File: src/rtl/bcr_pkg.sv
// Shared constants and types of the bicubic resampler.
// No dependencies; used by every module under rtl.
package bcr_pkg;

  localparam int unsigned MaxWidth  = 256;
  localparam int unsigned MaxHeight = 256;
  localparam int unsigned MaxPlanes = 4;

  localparam int unsigned ColW   = $clog2(MaxWidth);
  localparam int unsigned RowW   = $clog2(MaxHeight);
  localparam int unsigned PlaneW = (MaxPlanes > 1) ? $clog2(MaxPlanes) : 1;
  localparam int unsigned AddrW  = PlaneW + RowW + ColW;
  localparam int unsigned Depth  = MaxPlanes * MaxHeight * MaxWidth;

  localparam int unsigned SampleW = 16;
  localparam int unsigned WgtW    = 18;
  localparam int unsigned PixelW  = 18;
  localparam int unsigned FracW   = 16;

  typedef logic signed [WgtW-1:0] wgt_t;

  // Operation codes carried in tuser.
  localparam logic OP_STORE   = 1'b0;
  localparam logic OP_COMPUTE = 1'b1;

  // Register indexes on the configuration port.
  localparam logic [2:0] REG_IN_WIDTH  = 3'd0;
  localparam logic [2:0] REG_IN_HEIGHT = 3'd1;
  localparam logic [2:0] REG_CHANNELS  = 3'd2;
  localparam logic [2:0] REG_STEP_X    = 3'd3;
  localparam logic [2:0] REG_STEP_Y    = 3'd4;

  // Handshake between the sequencer and the weight unit.
  typedef struct packed {
    logic              start;
    logic [FracW-1:0]  frac;
  } wgt_req_t;

endpackage

File: src/rtl/bcr_weight_unit.sv
// Catmull-Rom weight unit: four Q4.14 weights from a 16-bit fraction, via t^2 and t^3.
// Depends on bcr_pkg for widths and the request struct.
module bcr_weight_unit (
  input  logic              clk_i,
  input  logic              rst_ni,
  input  bcr_pkg::wgt_req_t req_i,
  output logic              done_o,
  output bcr_pkg::wgt_t     w_o [4]
);

  localparam int unsigned PolyW = 54;

  logic [bcr_pkg::FracW-1:0]   t_q;
  logic [2*bcr_pkg::FracW-1:0] t2_q;
  logic [3*bcr_pkg::FracW-1:0] t3_q;
  logic                        s1_q, s2_q, done_q;
  bcr_pkg::wgt_t               w_q [4];

  logic signed [PolyW-1:0] a, b, c, one;
  logic signed [PolyW-1:0] p [4];
  logic signed [PolyW-1:0] r [4];

  always_comb begin
    a   = signed'(PolyW'(t3_q));
    b   = signed'(PolyW'({t2_q, 16'b0}));
    c   = signed'(PolyW'({t_q, 32'b0}));
    one = signed'(PolyW'(1)) <<< 49;
    p[0] = -a + (b <<< 1) - c;
    p[1] = (a <<< 1) + a - (b <<< 2) - b + one;
    p[2] = -((a <<< 1) + a) + (b <<< 2) + c;
    p[3] = a - b;
    for (int i = 0; i < 4; i++) begin
      // Round half up to Q4.14: add half an LSB, then floor.
      r[i] = (p[i] + (signed'(PolyW'(1)) <<< 34)) >>> 35;
    end
  end

  always_ff @(posedge clk_i or negedge rst_ni) begin
    if (!rst_ni) begin
      s1_q   <= 1'b0;
      s2_q   <= 1'b0;
      done_q <= 1'b0;
    end else begin
      s1_q   <= req_i.start;
      s2_q   <= s1_q;
      done_q <= s2_q;
    end
  end

  always_ff @(posedge clk_i) begin
    if (req_i.start) begin
      t_q  <= req_i.frac;
      t2_q <= req_i.frac * req_i.frac;
    end
    if (s1_q) begin
      t3_q <= t2_q * t_q;
    end
    if (s2_q) begin
      for (int i = 0; i < 4; i++) begin
        w_q[i] <= r[i][bcr_pkg::WgtW-1:0];
      end
    end
  end

  assign done_o = done_q;
  assign w_o    = w_q;

endmodule

File: config.mk
export PLATFORM = sky130hd
export DESIGN_NAME = bcr_weight_unit
export DESIGN_NICKNAME = d
export VERILOG_FILES = /design/src/rtl/bcr_pkg.sv /design/src/rtl/bcr_weight_unit.sv
export SDC_FILE = /design/constraint.sdc
export NUM_CORES = 2
export LEC_CHECK = 0
export ABC_AREA = 1
export BUFFER_PORTS_ARGS = -buffer_cell sky130_fd_sc_hd__buf_2
export CORE_MARGIN = 2
export CORE_UTILIZATION = 25
export DETAILED_ROUTE_END_ITERATION = 10
export PLACE_DENSITY = 0.5
export SLEW_MARGIN = 10
export SYNTH_ARGS = -nofsm -noshare
export SYNTH_HDL_FRONTEND = slang
export SYNTH_SLANG_ARGS = --single-unit
File: constraint.sdc
create_clock -name clk_i -period 7.28 [get_ports clk_i]
set_input_delay 0.728 -clock clk_i [delete_from_list [all_inputs] [get_ports clk_i]]
set_output_delay 0.728 -clock clk_i [all_outputs]
set_load 0.005 [all_outputs]
* Yosys cells after proc, flatten, opt, wreduce, memory -nomap -nowiden
Cells that the tools add are included.
** Word-level totals
- Word-level logic and storage cells :: 27
- Output and inout port bits :: 73
- Register bits after elaboration :: 171
** Cells by class
- $mul :: 2
- Add/subtract/negate cells :: 15
** Operators with widths (number)
- adder 53 x 36 -> 53 bit (second input constant) :: 3
- subtractor 53 x 49 -> 53 bit :: 2
- adder 53 x 49 -> 53 bit :: 1
- adder 53 x 50 -> 53 bit :: 1
- adder 53 x 51 -> 53 bit :: 1
- adder 53 x 51 -> 53 bit (second input constant) :: 1
- negation 48 -> 53 bit :: 1
- negation 50 -> 53 bit :: 1
- subtractor 50 x 50 -> 51 bit :: 1
- adder 49 x 36 -> 50 bit (second input constant) :: 1
- adder 49 x 48 -> 50 bit :: 1
- subtractor 48 x 48 -> 49 bit :: 1
- multiplier 32 x 16 -> 48 bit :: 1
- multiplier 16 x 16 -> 32 bit :: 1

* Logic depth before layout (Yosys ltp)
- Depth after elaboration :: 5
- Mapped depth :: 38

* Least setup slack after synthesis
Ideal clock, no wire load.
- Path kind :: input port to flip-flop
- From :: in req_i[14] (netlist bit)
- To :: reg t2_q[29] (netlist bit), data pin
- Setup time :: 0.264 ns
- Stages :: 21
- Required time :: 7.016 ns
- Arrival :: 5.891 ns
- Path slack :: 1.125 ns
- Path buffers :: 2
- Cell sequence :: clkbuf_1 -> clkbuf_1 -> nand2_1 -> fa_1 -> fa_1 -> inv_1 -> fa_1 -> inv_1 -> fa_1 -> fa_1 -> inv_1 -> fa_1 -> ha_1 -> nand2_1 -> inv_1 -> nand3_1 -> nor3_1 -> nand2_1 -> o211ai_1 -> a31oi_1 -> xor2_1
** Between the ends
- Cells in the longest elaborated chain, start to end :: 1
** RTL lines
- from (decl) :: RTL line bcr_weight_unit.sv:6 : input bcr_pkg::wgt_req_t req_i,
- multiplier 16 x 16 -> 32 bit :: RTL line bcr_weight_unit.sv:53 : t2_q <= req_i.frac * req_i.frac;
- to (signal assigned) :: RTL line bcr_weight_unit.sv:53
- to (decl) :: RTL line bcr_weight_unit.sv:14 : logic [2*bcr_pkg::FracW-1:0] t2_q;
Every way passes these cells.
A chain may end at the register's enable or synchronous reset.

* Worst setup path in the final report
- From :: reg t2_q[13] (netlist bit)
- To :: reg t3_q[31] (netlist bit), data pin
** Between the ends
- Cells in the longest elaborated chain, start to end :: 1
** RTL lines
- multiplier 32 x 16 -> 48 bit :: RTL line bcr_weight_unit.sv:56 : t3_q <= t2_q * t_q;
- to (signal assigned) :: RTL line bcr_weight_unit.sv:56
- to (decl) :: RTL line bcr_weight_unit.sv:15 : logic [3*bcr_pkg::FracW-1:0] t3_q;
Every way passes these cells.

==> summary.md <==
| Metric | Value |
|---|---|
| Total number of yosys warnings | `0` |
| Via density | `4.67` |
| Yosys top cell area share | `26.9%` |
| Launch point of the worst path | `t2_q[13]$_DFFE_PP_` |
| GPL Wtd Cong | `0.987` |
| Slew @ Worst Pin | `1390 ps` |
| Synth area leader | `fa_1` |
| Area contributors post-synth | `fa_1 27%, ha_1 17%, inv_1 11%, edfxtp_1 11%, nand2_1 11%` |
| DRC | `0` |
| Initial Util | `25.1%` |
| Initial antenna violation count | `6` |
| Final wirelength | `159 mm` |
| Commonest cells after routing, fill and taps aside | `1337 x inv_1, 1295 x nand2_1, 609 x ha_1, 607 x fa_1, 378 x a21oi_1` |
| Place WS | `-418 ps` |
| Vias in the first global route | `40900` |
| Signal arrival time at the worst endpoint | `7320 ps` |
| Htree depth | `4` |
| Crit. End Element | `flip-flop` |
| Clock Tree Buf Depth | `2` |
| First-pass GRT wire length | `243 mm` |
| Sinks on Clock Net | `166` |
| CP Class | `flip-flop to flip-flop` |
| Final ANT Viol Nets | `0` |
| Pre-antenna DRT Iters | `8` |
| Async set-reset flop share out of synthesis | `1.81%` |
| Most common cell after layout, fill and taps aside | `inv_1` |
| Area of the multi-input gates | `34600 µm²` |
| Crit Path Max Fanout | `18` |
| Ys flop type | `edfxtp_1` |
| Synth cell types | `61` |
| Largest net degree at the start of global routing | `52` |
| Share of cells above drive strength 1 | `5.28%` |
| Register area | `4970 µm²` |
| Final Net Count | `7207` |
| Port bufs | `91` |
| Total GRT Usage | `17.2%` |
| Data required, critical path | `7550 ps` |
| Min Tclk post-route | `7060 ps` |
| Type of origin of the critical path | `flip-flop` |
| Final hold vios | `0` |
| TritonCTS Buffers | `17` |
| Post-Syn Area per Cell | `7.64 µm²` |
| Mapped Area | `45200 µm²` |
| Final WS setup | `222 ps` |
| I/O pin cnt | `92` |
| Number of synthesized flops with an enable pin | `163` |
| Hold Crit Class | `input port to asynchronous set/reset pin` |
| Setup-failing EPs final | `0` |
| Die ar. | `184000 µm²` |
| CTS tree | `yes` |
| Clk root buf | `clkbuf_16` |
| Non-filler instance count after layout | `8367` |
| Yosys reg bits | `166` |
| Rel. slew slack | `7.04%` |
| CTS clk-pin slew, worst paths | `80 ps` |
| Hold_ws | `521 ps` |
| HPWL Detailed | `134 mm` |
| Status | `finished, final reports clean` |
| Core area | `180000 µm²` |
| DR iter-0 viols | `2729` |
| Fill cells | `19700` |
| Fin. max-slew vios | `0` |
| Layout Skew | `31.2 ps` |
| Dpl cells | `8318` |
| Post-route clock period utilization | `96.9%` |
| Max-Cap Viols | `0` |
| Vias | `39000` |
| Remaining global-route overflow | `0` |
| Seq/Total Area, Yosys | `11.0%` |
| Avg WL per Cell | `19.0 µm` |
| Final core utilization | `27.4%` |
| Die Wd | `429 µm` |
| Fmax | `142 MHz` |
| Mapped Cells | `5917` |
| Clk_lat worst skew | `550 ps` |
| Chip height | `429 µm` |
| Standard-cell rows | `156` |
| Layout area overhead | `9.40%` |
| R2R Path Start | `t2_q[13]$_DFFE_PP_` |
flip-flops by register name, indices dropped and copies added (netlist names):
register and cells:
t2_q 30, s1_q 1, w_o 69, done_o 1, t3_q 48, s2_q 1, t_q 16
metrics by stage:
step,setup TNS (ps),area (µm²)
after floorplan,0,45200
after global placement,-1010,48700
after detailed placement,-1140,48700
after CTS,0,49400
after global routing,-12.4,49400
final,0,49400
metal layers:
layer	share of wire (%)	track usage (%)	vias to the layer above
met5	0	0	-
met4	2.9	5.34	0
met3	5.0	2.11	182
met2	46	28.7	1045
met1	46	23.2	19200
li1	-	-	18600
Yosys cell counts (all sizes together) (3+ instances only):
master and number:
nor2 386, a31oi 79, nand4 41, nand2 1320, nand3 130, a211oi 8, nor3 55, o21bai 31
nor4 22, o221ai 6, a31o 3, o2111ai 3, o211ai 17, edfxtp 163, dfrtp 3, a21boi 27
o21a 26, buf 6, and3 12, fa 607, clkbuf 140, xnor2 54, o21ai 232, a21oi 390
inv 1352, nand3b 5, ha 610, xor2 142, a21o 25, o31ai 6
worst max-delay path: stages, from the launching register on:
cell and delay, ps:
edfxtp_1 1280, nand2_1 170, fa_1 550, inv_1 60, fa_1 470, inv_1 50, fa_1 490, inv_1 50
fa_1 470, inv_1 50, fa_1 520, inv_1 50, fa_1 480, ha_1 400, a21oi_1 150, inv_1 70
a21oi_1 230, a21boi_0 300, o221ai_1 260, a21oi_1 330, o21ai_0 150, xor2_1 180
worst paths after layout:
| path | to | slack [ps] | depth (start not counted) |
|---|---|---|---|
| setup / recovery | t3_q[31]$_DFFE_PP_ | 220 | 21 |
| hold / removal | done_o$_DFF_PN0_ | 520 | 2 |
| setup reg to reg | t3_q[31]$_DFFE_PP_ | 220 | 21 |
| hold reg to reg | s2_q$_DFF_PN0_ | 520 | 0 |
| max in group asynchronous | s2_q$_DFF_PN0_ | 6630 | 2 |
| min in group clk_i | s2_q$_DFF_PN0_ | 520 | 0 |
cells by family (layout without fill, tap and decap cells):
family | Yosys count | after routing | synth area share [%]
other | 2 | 20 | 0.0166
DFF | 166 | 166 | 11.0
xor gates and xnor gates | 196 | 196 | 3.96
and+or+nand+nor | 1974 | 1974 | 17.8
adders and majority gates | 1217 | 1217 | 43.8
buffers and inverters | 1500 | 1562 | 12.5
muxes | 1 | 1 | 0.0249
AOI/OAI and AO/OA | 861 | 861 | 10.9
cell type report:
type | count | area share [%]
clock inverters | 15 | 0.367
well taps | 2370 | 6.00
flip-flops and latches | 166 | 10.1
multi-input cells | 4256 | 70.0
clock buffers | 17 | 0.860
diodes | 13 | 0.0658
inverters | 1354 | 10.3
repair buffers | 176 | 2.32
what timing repair did:
action | in CTS | in global routing
setup endpoints to repair | 4 | 4
endpoints found under the hold margin | 3 | 0
buffers inserted | 0 | 3
pin swaps | 0 | 2
gates resized for setup | 2 | 5
hold buffers | 1 | 0
Power is not shown: default switching activity piles up to over one toggle a cycle in this logic, so the estimate is an artifact.
